File: src/rtl/fm0_reply_bit_decode_crc_check_core_macros.svh
// assertion macros shared by the fm0 reply decoder modules
`ifndef FM0_REPLY_BIT_DECODE_CRC_CHECK_CORE_MACROS_SVH
`define FM0_REPLY_BIT_DECODE_CRC_CHECK_CORE_MACROS_SVH

// same-cycle implication, sampled on clock, off during reset
`define FM0_ASSERT_IMP(label, ante, cons) \
   label: assert property (@(posedge clock) disable iff (reset) (ante) |-> (cons)) \
      else $error("fm0 decoder check failed");

// next-cycle implication, sampled on clock, off during reset
`define FM0_ASSERT_NXT(label, ante, cons) \
   label: assert property (@(posedge clock) disable iff (reset) (ante) |=> (cons)) \
      else $error("fm0 decoder check failed");

`endif

File: src/rtl/fm0_pkg.sv
// shared types and constants of the fm0 reply bit decoder
package fm0_pkg;

   localparam int SAMPLE_WIDTH    = 16;
   localparam int CHAN_WIDTH      = 16;
   localparam int LONG_FRAME_BITS = 128;
   localparam int FIFO_DEPTH      = 4;

   localparam int RN_BITS        = 16;
   localparam int HND_FRAME_BITS = 32;
   localparam int CHECK_BITS     = 16;
   localparam int PAYLOAD_WIDTH  = 32;
   localparam int POS_WIDTH      = 7;

   localparam logic [15:0] CRC_POLY   = 16'h1021;
   localparam logic [15:0] CRC_PRESET = 16'hFFFF;

   localparam logic [1:0] KIND_RN     = 2'd0;
   localparam logic [1:0] KIND_ID     = 2'd1;
   localparam logic [1:0] KIND_HANDLE = 2'd2;

   localparam int CSR_ADDR_WIDTH = 4;
   localparam int CSR_DATA_WIDTH = 32;

   localparam logic [1:0] CSR_FRAME_KIND = 2'd0;
   localparam logic [1:0] CSR_CHAN_EST_I = 2'd1;
   localparam logic [1:0] CSR_CHAN_EST_Q = 2'd2;

   typedef struct packed {
      logic signed [SAMPLE_WIDTH-1:0] first_half_i;
      logic signed [SAMPLE_WIDTH-1:0] first_half_q;
      logic signed [SAMPLE_WIDTH-1:0] second_half_i;
      logic signed [SAMPLE_WIDTH-1:0] second_half_q;
   } req_type;

   typedef struct packed {
      logic                     decoded_bit;
      logic [POS_WIDTH-1:0]     bit_position;
      logic                     frame_last;
      logic                     crc_ok;
      logic [PAYLOAD_WIDTH-1:0] payload_word;
   } rsp_type;

   typedef struct packed {
      logic [1:0]                   frame_kind;
      logic signed [CHAN_WIDTH-1:0] chan_est_i;
      logic signed [CHAN_WIDTH-1:0] chan_est_q;
   } cfg_type;

endpackage

File: src/rtl/fm0_reply_bit_decode_crc_check_core.sv
// top level of the fm0 tag reply bit decoder with crc-16 check
//
//   port group   direction   handshake                  word
//   req_         in          req_valid / req_ready      fm0_pkg::req_type, one bit period
//   rsp_         out         rsp_valid / rsp_ready      fm0_pkg::rsp_type, one decoded bit
//   csr (apb)    in/out      psel, penable, pready      32-bit registers at 0x0, 0x4, 0x8
//
// one word per cycle sustained while results are taken; each taken word passes the
// difference stage, multiplier stage, queue and sequencer output register
// synchronous reset clears control and frame state, no clearing pass is needed
// with rsp_ready low the level queue fills, then req_ready drops until a result is taken
module fm0_reply_bit_decode_crc_check_core #(
   parameter int LONG_FRAME_BITS = fm0_pkg::LONG_FRAME_BITS,
   parameter int FIFO_DEPTH      = fm0_pkg::FIFO_DEPTH
) (
   input  logic                                clock,
   input  logic                                reset,
   input  logic                                req_valid,
   output logic                                req_ready,
   input  fm0_pkg::req_type                    req_data,
   output logic                                rsp_valid,
   input  logic                                rsp_ready,
   output fm0_pkg::rsp_type                    rsp_data,
   input  logic                                psel,
   input  logic                                penable,
   input  logic                                pwrite,
   input  logic [fm0_pkg::CSR_ADDR_WIDTH-1:0]  paddr,
   input  logic [fm0_pkg::CSR_DATA_WIDTH-1:0]  pwdata,
   output logic [fm0_pkg::CSR_DATA_WIDTH-1:0]  prdata,
   output logic                                pready
);

   fm0_pkg::cfg_type cfg;
   logic             push;
   logic             push_level;
   logic             pop;
   logic             pop_level;
   logic             fifo_empty;
   logic             fifo_full;

   fm0_csr u_csr (
      .clock   (clock),
      .reset   (reset),
      .psel    (psel),
      .penable (penable),
      .pwrite  (pwrite),
      .paddr   (paddr),
      .pwdata  (pwdata),
      .prdata  (prdata),
      .pready  (pready),
      .cfg     (cfg)
   );

   fm0_front u_front (
      .clock      (clock),
      .reset      (reset),
      .req_valid  (req_valid),
      .req_ready  (req_ready),
      .req_data   (req_data),
      .cfg        (cfg),
      .fifo_full  (fifo_full),
      .push       (push),
      .push_level (push_level)
   );

   fm0_fifo #(
      .Depth (FIFO_DEPTH)
   ) u_fifo (
      .clock     (clock),
      .reset     (reset),
      .push      (push),
      .push_data (push_level),
      .pop       (pop),
      .pop_data  (pop_level),
      .empty     (fifo_empty),
      .full      (fifo_full)
   );

   fm0_back #(
      .LongFrameBits (LONG_FRAME_BITS)
   ) u_back (
      .clock      (clock),
      .reset      (reset),
      .cfg        (cfg),
      .fifo_empty (fifo_empty),
      .pop_level  (pop_level),
      .pop        (pop),
      .rsp_valid  (rsp_valid),
      .rsp_ready  (rsp_ready),
      .rsp_data   (rsp_data)
   );

endmodule

File: src/rtl/fm0_csr.sv
// configuration registers behind the apb-style port
module fm0_csr (
   input  logic                                clock,
   input  logic                                reset,
   input  logic                                psel,
   input  logic                                penable,
   input  logic                                pwrite,
   input  logic [fm0_pkg::CSR_ADDR_WIDTH-1:0]  paddr,
   input  logic [fm0_pkg::CSR_DATA_WIDTH-1:0]  pwdata,
   output logic [fm0_pkg::CSR_DATA_WIDTH-1:0]  prdata,
   output logic                                pready,
   output fm0_pkg::cfg_type                    cfg
);

   logic [1:0]                            frame_kind_ff;
   logic signed [fm0_pkg::CHAN_WIDTH-1:0] chan_est_i_ff;
   logic signed [fm0_pkg::CHAN_WIDTH-1:0] chan_est_q_ff;
   logic                                  wr_en;
   logic [1:0]                            reg_idx;

   assign pready  = 1'b1;
   assign wr_en   = psel & penable & pwrite;
   assign reg_idx = paddr[3:2];

   always_ff @(posedge clock) begin
      if (reset) begin
         frame_kind_ff <= fm0_pkg::KIND_RN;
         chan_est_i_ff <= '0;
         chan_est_q_ff <= '0;
      end else if (wr_en) begin
         unique case (reg_idx)
            fm0_pkg::CSR_FRAME_KIND: frame_kind_ff <= pwdata[1:0];
            fm0_pkg::CSR_CHAN_EST_I: chan_est_i_ff <= pwdata[fm0_pkg::CHAN_WIDTH-1:0];
            fm0_pkg::CSR_CHAN_EST_Q: chan_est_q_ff <= pwdata[fm0_pkg::CHAN_WIDTH-1:0];
            default: ;
         endcase
      end
   end

   always_comb begin
      prdata = '0;
      unique case (reg_idx)
         fm0_pkg::CSR_FRAME_KIND: prdata = {30'b0, frame_kind_ff};
         fm0_pkg::CSR_CHAN_EST_I: prdata = {16'b0, chan_est_i_ff};
         fm0_pkg::CSR_CHAN_EST_Q: prdata = {16'b0, chan_est_q_ff};
         default: prdata = '0;
      endcase
   end

   assign cfg.frame_kind = frame_kind_ff;
   assign cfg.chan_est_i = chan_est_i_ff;
   assign cfg.chan_est_q = chan_est_q_ff;

endmodule

File: src/rtl/fm0_front.sv
// front pipeline: sample difference, projection onto channel estimate, level slice
`include "fm0_reply_bit_decode_crc_check_core_macros.svh"

module fm0_front (
   input  logic             clock,
   input  logic             reset,
   input  logic             req_valid,
   output logic             req_ready,
   input  fm0_pkg::req_type req_data,
   input  fm0_pkg::cfg_type cfg,
   input  logic             fifo_full,
   output logic             push,
   output logic             push_level
);

   localparam int DiffW = fm0_pkg::SAMPLE_WIDTH + 1;
   localparam int ProdW = DiffW + fm0_pkg::CHAN_WIDTH;
   localparam int SumW  = ProdW + 1;

   logic                    adv;
   logic                    v1_ff;
   logic                    v2_ff;
   logic signed [DiffW-1:0] di_ff, dq_ff;
   logic signed [DiffW-1:0] di_in, dq_in;
   logic signed [ProdW-1:0] prod_i_ff, prod_q_ff;
   logic signed [ProdW-1:0] prod_i_in, prod_q_in;
   logic signed [SumW-1:0]  proj;

   // whole pipe holds while the last stage cannot hand off
   assign adv       = !(v2_ff && fifo_full);
   assign req_ready = adv;

   assign di_in = $signed({req_data.first_half_i[fm0_pkg::SAMPLE_WIDTH-1],
                           req_data.first_half_i})
                - $signed({req_data.second_half_i[fm0_pkg::SAMPLE_WIDTH-1],
                           req_data.second_half_i});
   assign dq_in = $signed({req_data.first_half_q[fm0_pkg::SAMPLE_WIDTH-1],
                           req_data.first_half_q})
                - $signed({req_data.second_half_q[fm0_pkg::SAMPLE_WIDTH-1],
                           req_data.second_half_q});

   assign prod_i_in = di_ff * cfg.chan_est_i;
   assign prod_q_in = dq_ff * cfg.chan_est_q;

   always_ff @(posedge clock) begin
      if (reset) begin
         v1_ff <= 1'b0;
         v2_ff <= 1'b0;
      end else if (adv) begin
         v1_ff <= req_valid;
         v2_ff <= v1_ff;
      end
   end

   always_ff @(posedge clock) begin
      if (adv) begin
         di_ff     <= di_in;
         dq_ff     <= dq_in;
         prod_i_ff <= prod_i_in;
         prod_q_ff <= prod_q_in;
      end
   end

   assign proj = SumW'(prod_i_ff) + SumW'(prod_q_ff);

   // strictly positive projection is level +1
   assign push_level = !proj[SumW-1] && (proj != '0);
   assign push       = v2_ff && adv;

   `FM0_ASSERT_NXT(a_front_hold, v2_ff && !adv, v2_ff && $stable(prod_i_ff) && $stable(prod_q_ff))

endmodule

File: src/rtl/fm0_fifo.sv
// short level queue between the front pipeline and the frame sequencer
`include "fm0_reply_bit_decode_crc_check_core_macros.svh"

module fm0_fifo #(
   parameter int Depth = fm0_pkg::FIFO_DEPTH
) (
   input  logic clock,
   input  logic reset,
   input  logic push,
   input  logic push_data,
   input  logic pop,
   output logic pop_data,
   output logic empty,
   output logic full
);

   localparam int PtrW = $clog2(Depth);
   localparam int CntW = $clog2(Depth + 1);

   logic [Depth-1:0] mem_ff;
   logic [PtrW-1:0]  wr_ptr_ff, rd_ptr_ff;
   logic [CntW-1:0]  count_ff;

   assign empty    = (count_ff == '0);
   assign full     = (count_ff == CntW'(Depth));
   assign pop_data = mem_ff[rd_ptr_ff];

   always_ff @(posedge clock) begin
      if (reset) begin
         wr_ptr_ff <= '0;
         rd_ptr_ff <= '0;
         count_ff  <= '0;
      end else begin
         if (push) begin
            wr_ptr_ff <= (wr_ptr_ff == PtrW'(Depth - 1)) ? '0 : wr_ptr_ff + PtrW'(1);
         end
         if (pop) begin
            rd_ptr_ff <= (rd_ptr_ff == PtrW'(Depth - 1)) ? '0 : rd_ptr_ff + PtrW'(1);
         end
         if (push && !pop) begin
            count_ff <= count_ff + CntW'(1);
         end else if (pop && !push) begin
            count_ff <= count_ff - CntW'(1);
         end
      end
   end

   always_ff @(posedge clock) begin
      if (push) begin
         mem_ff[wr_ptr_ff] <= push_data;
      end
   end

   `FM0_ASSERT_IMP(a_fifo_no_overflow, push, !full)

endmodule

File: src/rtl/fm0_back.sv
// frame sequencer: fm0 bit decision, frame length, crc-16 check, payload capture
`include "fm0_reply_bit_decode_crc_check_core_macros.svh"

module fm0_back #(
   parameter int LongFrameBits = fm0_pkg::LONG_FRAME_BITS
) (
   input  logic             clock,
   input  logic             reset,
   input  fm0_pkg::cfg_type cfg,
   input  logic             fifo_empty,
   input  logic             pop_level,
   output logic             pop,
   output logic             rsp_valid,
   input  logic             rsp_ready,
   output fm0_pkg::rsp_type rsp_data
);

   localparam int CntW  = $clog2(LongFrameBits);
   localparam int LenW  = CntW + 2;
   localparam int PosXW = (CntW > fm0_pkg::POS_WIDTH) ? CntW : fm0_pkg::POS_WIDTH;
   localparam bit CapOk = (LongFrameBits >= 48);
   localparam int CapLo = CapOk ? LongFrameBits - 48 : 0;
   localparam int CapHi = LongFrameBits - 17;
   localparam int PayW  = fm0_pkg::PAYLOAD_WIDTH;

   logic                 prev_ff;
   logic [CntW-1:0]      cnt_ff;
   logic [15:0]          crc_ff, crc_in;
   logic [15:0]          chk_ff, chk_in;
   logic [PayW-1:0]      pay_ff, pay_in;
   logic                 out_valid_ff;
   fm0_pkg::rsp_type     out_ff, out_in;

   logic                 take;
   logic                 dbit;
   logic [LenW-1:0]      pos_w;
   logic [LenW-1:0]      len;
   logic                 with_crc;
   logic                 last;
   logic                 cap;
   logic [PosXW-1:0]     pos_x;

   assign take  = !out_valid_ff || rsp_ready;
   assign pop   = !fifo_empty && take;
   assign dbit  = pop_level ^ prev_ff;
   assign pos_w = LenW'(cnt_ff);
   assign pos_x = PosXW'(cnt_ff);

   always_comb begin
      unique case (cfg.frame_kind)
         fm0_pkg::KIND_ID: begin
            len      = LenW'(LongFrameBits);
            with_crc = 1'b1;
         end
         fm0_pkg::KIND_HANDLE: begin
            len      = LenW'(fm0_pkg::HND_FRAME_BITS);
            with_crc = 1'b1;
         end
         default: begin
            len      = LenW'(fm0_pkg::RN_BITS);
            with_crc = 1'b0;
         end
      endcase
   end

   assign last = (pos_w >= len - LenW'(1));

   // identity frames keep a window near the end, others keep the first bits
   always_comb begin
      if (cfg.frame_kind == fm0_pkg::KIND_ID) begin
         cap = CapOk && (pos_w >= LenW'(CapLo)) && (pos_w <= LenW'(CapHi));
      end else begin
         cap = (pos_w < LenW'(fm0_pkg::RN_BITS));
      end
      pay_in = cap ? {pay_ff[PayW-2:0], dbit} : pay_ff;
   end

   always_comb begin
      crc_in = crc_ff;
      chk_in = chk_ff;
      if (with_crc) begin
         if (pos_w + LenW'(fm0_pkg::CHECK_BITS) < len) begin
            crc_in = {crc_ff[14:0], 1'b0} ^ ((crc_ff[15] ^ dbit) ? fm0_pkg::CRC_POLY : 16'h0000);
         end else begin
            chk_in = {chk_ff[14:0], dbit};
         end
      end
   end

   always_comb begin
      out_in.decoded_bit  = dbit;
      out_in.bit_position = pos_x[fm0_pkg::POS_WIDTH-1:0];
      out_in.frame_last   = last;
      out_in.crc_ok       = last && (with_crc ? (chk_in == ~crc_in) : 1'b1);
      out_in.payload_word = last ? pay_in : '0;
   end

   always_ff @(posedge clock) begin
      if (reset) begin
         out_valid_ff <= 1'b0;
         prev_ff      <= 1'b1;
         cnt_ff       <= '0;
         crc_ff       <= fm0_pkg::CRC_PRESET;
         chk_ff       <= '0;
         pay_ff       <= '0;
      end else begin
         if (take) begin
            out_valid_ff <= pop;
         end
         if (pop) begin
            if (last) begin
               prev_ff <= 1'b1;
               cnt_ff  <= '0;
               crc_ff  <= fm0_pkg::CRC_PRESET;
               chk_ff  <= '0;
               pay_ff  <= '0;
            end else begin
               prev_ff <= pop_level;
               cnt_ff  <= cnt_ff + CntW'(1);
               crc_ff  <= crc_in;
               chk_ff  <= chk_in;
               pay_ff  <= pay_in;
            end
         end
      end
   end

   always_ff @(posedge clock) begin
      if (pop) begin
         out_ff <= out_in;
      end
   end

   assign rsp_valid = out_valid_ff;
   assign rsp_data  = out_ff;

   `FM0_ASSERT_NXT(a_back_restart, pop && last, (cnt_ff == '0) && prev_ff && (crc_ff == fm0_pkg::CRC_PRESET))
   `FM0_ASSERT_IMP(a_back_crc_on_last, out_valid_ff, !out_ff.crc_ok || out_ff.frame_last)

endmodule

File: config.mk
export PLATFORM = sky130hd
export DESIGN_NAME = fm0_reply_bit_decode_crc_check_core
export DESIGN_NICKNAME = d
export VERILOG_FILES = /design/src/rtl/fm0_pkg.sv /design/src/rtl/fm0_reply_bit_decode_crc_check_core.sv /design/src/rtl/fm0_csr.sv /design/src/rtl/fm0_front.sv /design/src/rtl/fm0_fifo.sv /design/src/rtl/fm0_back.sv
export VERILOG_INCLUDE_DIRS = /design/src /design/src/rtl
export SDC_FILE = /design/constraint.sdc
export NUM_CORES = 2
export LEC_CHECK = 0
export BUFFER_PORTS_ARGS = -buffer_cell sky130_fd_sc_hd__clkbuf_2
export CAP_MARGIN = 0
export CORE_MARGIN = 2
export CORE_UTILIZATION = 25
export DETAILED_ROUTE_END_ITERATION = 7
export SYNTH_ARGS = -nofsm -noshare
export SYNTH_HDL_FRONTEND = slang
export SYNTH_SLANG_ARGS = --single-unit
File: constraint.sdc
create_clock -name clock -period 19.9 [get_ports clock]
set_input_delay 5.97 -clock clock [delete_from_list [all_inputs] [get_ports clock]]
set_output_delay 5.97 -clock clock [all_outputs]
set_load 0.01 [all_outputs]
# Yosys cells after proc, flatten, opt, wreduce, memory -nomap -nowiden
# Cells that the tools add are included.
dict set report totals {
  output_inout_bits 77
  elab_cells 107
  inputBits 107
  reg_bits 262
}
dict set report op_classes {
  add_sub_neg 10
  eq_ne 8
  bitwise_logic 6
  n_lt_le_gt_ge 8
  mul 2
  n_reduce_logical 24
  mux 25
}
# op count
set op_table {}
lappend op_table {{two-way mux 16 bit} 6}
lappend op_table {{multiplier 17 x 16 -> 33 bit} 2}
lappend op_table {{two-way mux 32 bit} 2}
lappend op_table {{one-hot mux 16 bit (3 select lines)} 1}
lappend op_table {{adder 33 x 33 -> 34 bit} 1}
lappend op_table {{nonzero test 34 bit} 1}
lappend op_table {{subtractor 16 x 16 -> 17 bit} 2}
lappend op_table {{equality test 16 bit} 1}
lappend op_table {{inverter 16 bit} 1}
lappend op_table {{one-hot mux 8 bit (2 select lines)} 1}
lappend op_table {{XOR 16 bit} 1}
lappend op_table {{two-way mux 13 bit} 1}
lappend op_table {{>= comparator 7 x 9 -> 1 bit} 1}
lappend op_table {{logical AND 1 bit} 9}
lappend op_table {{less-than comparator 9 x 8 -> 1 bit} 1}
lappend op_table {{subtractor 8 x 1 -> 9 bit (second input constant)} 1}
lappend op_table {{adder 7 x 5 -> 8 bit (second input constant)} 1}
lappend op_table {{equality test 2 bit (second input constant)} 4}
lappend op_table {{adder 7 x 1 -> 7 bit (second input constant)} 1}
lappend op_table {{>= comparator 7 bit (second input constant)} 1}
lappend op_table {{less-or-equal comparator 7 bit (second input constant)} 1}
lappend op_table {{less-than comparator 7 x 5 -> 1 bit (second input constant)} 1}
lappend op_table {{two-way mux 7 bit} 1}
lappend op_table {{zero test 1 bit} 6}
lappend op_table {{21 further kinds} 35}

# Longest topological paths before layout
dict set report depth {
  depth_word 12
  ltp_mapped 27
  ltp_nobuf 25
}

# Cells and area by module
# Synthesis repeated with hierarchy kept, for this count alone.
dict set report hier_totals {
  hier_cells 3589
  hier_area_um2 34550.6
}
# mod cells_per_inst seq_area_each_um2 n_inst area_per_inst_um2
set by_module_without_submodules {}
lappend by_module_without_submodules {fm0_front 2884 3042.9 1 27082.2}
lappend by_module_without_submodules {fm0_back 481 2722.6 1 5146.2}
lappend by_module_without_submodules {fm0_csr 177 680.7 1 1779.2}
lappend by_module_without_submodules {fm0_fifo 47 260.2 1 543.0}

# Least setup slack after synthesis
# No wires, ideal clock.
dict set report synth_path {
  path_type {in2out}
  startpoint {input port paddr[2] (netlist bit)}
  endpoint {output port prdata[10] (netlist bit)}
  required_time_ns 13.930
  cell_stages 4
  path_buffers 2
  t_arrival_ns 7.030
  slack_ns 6.900
  cell_sequence {clkbuf_1 -> nor2b_1 -> clkbuf_1 -> a22o_1}
}
dict set report synth_via {
  elab_chain_len 2
  elab_cells_between_ends 4
  cone_classes {eq/ne: 2; mux: 1; reduce/logical: 1}
}
# item line
set synth_rtl {}
lappend synth_rtl {{start, declared} fm0_reply_bit_decode_crc_check_core.sv:27} ;# input logic [fm0_pkg::CSR_ADDR_WIDTH-1:0] paddr,
lappend synth_rtl {{equality test 2 bit, or another cell as far along} fm0_csr.sv:42} ;# unique case (reg_idx)
lappend synth_rtl {{one-hot mux 16 bit (3 select lines) (*)} fm0_csr.sv:42}
lappend synth_rtl {{end, declared} fm0_reply_bit_decode_crc_check_core.sv:29} ;# output logic [fm0_pkg::CSR_DATA_WIDTH-1:0] prdata,
# Mark *: on every way between the ends. The rest lies on a longest branch, timed or not.

# Worst setup path after layout
dict set report layout_path {
  startpoint {input port paddr[2] (netlist bit)}
  endpoint {output port prdata[15] (netlist bit)}
}
# The elaborated chain is that of the path after synthesis.

==> flow_metrics.env <==
export IMPL_gp_congestion=0.847
export IMPL_relSlewSlack=0.214
export IMPL_outcome="finished, final reports clean"
export IMPL_ys_types=75
export IMPL_crit_start="paddr[2]"
export IMPL_clk_pin_slew_ns=0.05
export IMPL_post_cts_buffers=0
export IMPL_drive_gt1_frac=0.0670
export IMPL_first_global_vias=26000
export IMPL_grt_use_total=0.119
export IMPL_fp_coreArea_um2=136000
export IMPL_crit_arrival_ns=7.31
export IMPL_fin_nets=4698
export IMPL_post_cts_resize_count=0
export IMPL_async_reset_ff_frac=0
export IMPL_layout_common_cells="702 x inv_1, 556 x fa_1, 508 x nand2_1, 270 x and2_1, 253 x ha_1"
export IMPL_dr_pass1_iters=5
export IMPL_routed_wl_mm=82.1
export IMPL_ys_flop_type="edfxtp_1"
export IMPL_antenna_found_initial=3
export IMPL_synth_area_um2=34300
export IMPL_cts_max_path_buffers=3
export IMPL_grt_overflow_total=0
export IMPL_fill_cells=14500
export IMPL_worstSetupEndpointType="primary output"
export IMPL_die_y_um=374
export IMPL_slew_viol_final=0
export IMPL_p_per_area_nw_per_um2=50.7
export IMPL_synth_edf_count=146
export IMPL_grt_max_degree=53
export IMPL_min_period_ns=13.28
export IMPL_hp_class="register to register"
export IMPL_setup_viol=0
export IMPL_drt_iter0_drc=1258
export IMPL_hpwlAfterDp_mm=63.5
export IMPL_num_vias=25000
export IMPL_vias_per_cell=4.47
export IMPL_critPathLaunchType="input pin"
export IMPL_seqCellArea_um2=6710
export IMPL_fin_tns_setup_ns=0
export IMPL_numCtsBuffers=31
export IMPL_path_class="input pin to primary output"
export IMPL_htree_levels=1
export IMPL_yosys_warnings=0
export IMPL_final_util=0.279
export IMPL_wl_per_cell_um=14.7
export IMPL_fmax_ghz=0.0753
export IMPL_ios=184
export IMPL_detail_route_antenna_nets=0
export IMPL_required_ns=13.93
export IMPL_reg2reg_from="u_csr.chan_est_i_ff[2]"
export IMPL_synth_ff_latch_count=262
export IMPL_instances_no_fill=5588
export IMPL_syn_area_per_cell_um2=9.22
export IMPL_worstMarginPinSlew_ns=1.18
export IMPL_initial_utilization=0.252
export IMPL_num_rows=135
export IMPL_clock_latency_ns=0.62
export IMPL_hold_viol=0
export IMPL_ir_worst_vdd_mv=0.0633
export IMPL_portBuffers=148
export IMPL_fin_skew_ns=0.0591
export IMPL_drv_cap=0
export IMPL_cts_sink_count=262
export IMPL_rsz0062_at_grt="false"
export IMPL_cts_root_buf="clkbuf_16"
export IMPL_power_leakage_nw=17.8
export IMPL_cts_tree="yes"
export IMPL_dp_cells=5530
export IMPL_floorplan_die_area_um2=140000
export IMPL_synth_seq_area_share=0.196
export IMPL_drc=0
export IMPL_die_w_um=374
export IMPL_multi_input_area_um2=24300
export IMPL_critPathMaxFanout=15
export IMPL_post_route_period_util=0.667
export IMPL_grt_pass1_wl_mm=136
export IMPL_cts_hold_buf=0
export IMPL_final_common_cell="inv_1"
export IMPL_hp_start="u_front.v1_ff"
export IMPL_areaGrowthSynthToFinish_pct=10.7
export IMPL_syn_inst=3717
worst paths after layout:
| kind | endpoint | slack (ns) | depth (start not counted) |
|---|---|---|---|
| hold reg to reg | u_front.v1_ff | 0.45 | 2 |
| hold / removal | u_front.v1_ff | 0.45 | 2 |
| setup reg to reg | u_front.prod_i_ff[31] | 12.55 | 21 |
| setup / recovery | prdata[15] | 6.62 | 4 |
cell usage after synthesis (7+ instances only):
cell type  number  area (um^2)
clkbuf_1      139          522
a211o_1         8         70.1
xnor2_1        90          788
a211oi_1       12         90.1
ha_1          253         3170
edfxtp_1      146         4380
a22o_1         16          140
nor4_1          8         50.1
mux2i_1        43          430
a31oi_1        10         62.6
a21boi_0       10         75.1
a221oi_1        7         61.3
and3_1         11         68.8
inv_1         704         2640
nor3_1         31          155
nand4_1        15         93.8
o31ai_1        11         82.6
o211ai_1       15          113
nand3_1        38          190
a21oi_1       189          946
nand2b_1       28          175
nor2b_1        16          100
o21a_1         16          120
o22ai_1        11         68.8
or3_1          15         93.8
nor2_1        166          623
o21bai_1       11         82.6
fa_1          556        11100
dfxtp_1       116         2320
o21ai_0        76          380
and2_1        270         1690
xor2_1         41          359
buf_4          17          128
nand2_1       508         1910
a21o_1         27          203
buf_1           7         26.3
logic make-up (layout without fill, tap and decap cells):
kind of cell	after synthesis	count (layout)	synth area share
compound gates	474	474	0.0882
xor+xnor	131	131	0.0335
fa+ha+maj	809	809	0.417
buf+inv	869	943	0.0971
flops	262	262	0.196
mux	45	45	0.0135
other cells	2	18	0.000219
simple gates	1125	1125	0.155
power breakdown:
part	leakage [nW]	switching, W	internal [W]
sequential	2.55	0.000136	0.000687
combinational	14.8	0.000334	0.000201
clock	0.501	0.000239	0.000326
total	17.8	0.000709	0.00121
sequential cells by signal (all words and copies together), names as in the netlist:
signal,cells
u_back.crc_ff,16
u_front.prod_q_ff,33
u_front.dq_ff,17
u_front.di_ff,17
u_csr.frame_kind_ff,2
u_csr.chan_est_q_ff,16
u_front.v2_ff,1
u_back.rsp_data,42
u_fifo.count_ff,3
u_front.v1_ff,1
u_fifo.mem_ff,4
u_fifo.rd_ptr_ff,2
u_back.pay_ff,32
u_back.cnt_ff,7
u_fifo.wr_ptr_ff,2
u_front.prod_i_ff,33
u_csr.chan_est_i_ff,16
u_back.rsp_valid,1
u_back.chk_ff,16
u_back.prev_ff,1
area by class of cell:
class,count,area share
Multi-Input combinational cell,2601,0.641
Sequential cell,262,0.177
Inverter,704,0.0697
Tap cell,1781,0.0588
Timing Repair Buffer,182,0.0263
Clock buffer,42,0.0232
Clock inverter,15,0.00370
Antenna cell,1,0.0000660
routing by layer:
metal,global-route usage,part of all wire,vias up
met1,0.153,0.43,12500
li1,-,-,11800
met4,0.0323,0.029,0
met3,0.0171,0.049,126
met5,0,0,-
met2,0.209,0.50,578
metrics by stage:
step | power (W) | hold slack [ns] | instance area, um^2 | setup slack (ns)
after floorplan | 0.00115 | 0.432 | 34300 | 6.90
after global placement | 0.00136 | 0.440 | 36900 | 6.64
after detailed placement | 0.00137 | 0.447 | 36900 | 6.65
after CTS | 0.00195 | 0.455 | 37900 | 6.63
after global routing | 0.00205 | 0.489 | 37900 | 6.52
final | 0.00192 | 0.451 | 37900 | 6.62
worst max-delay path, stage by stage:
cell and delay [ns]:
clkbuf_2 0.17, nor2b_1 0.76, a22o_1 0.27, clkbuf_2 0.13
(Power assumes the default switching activity.)
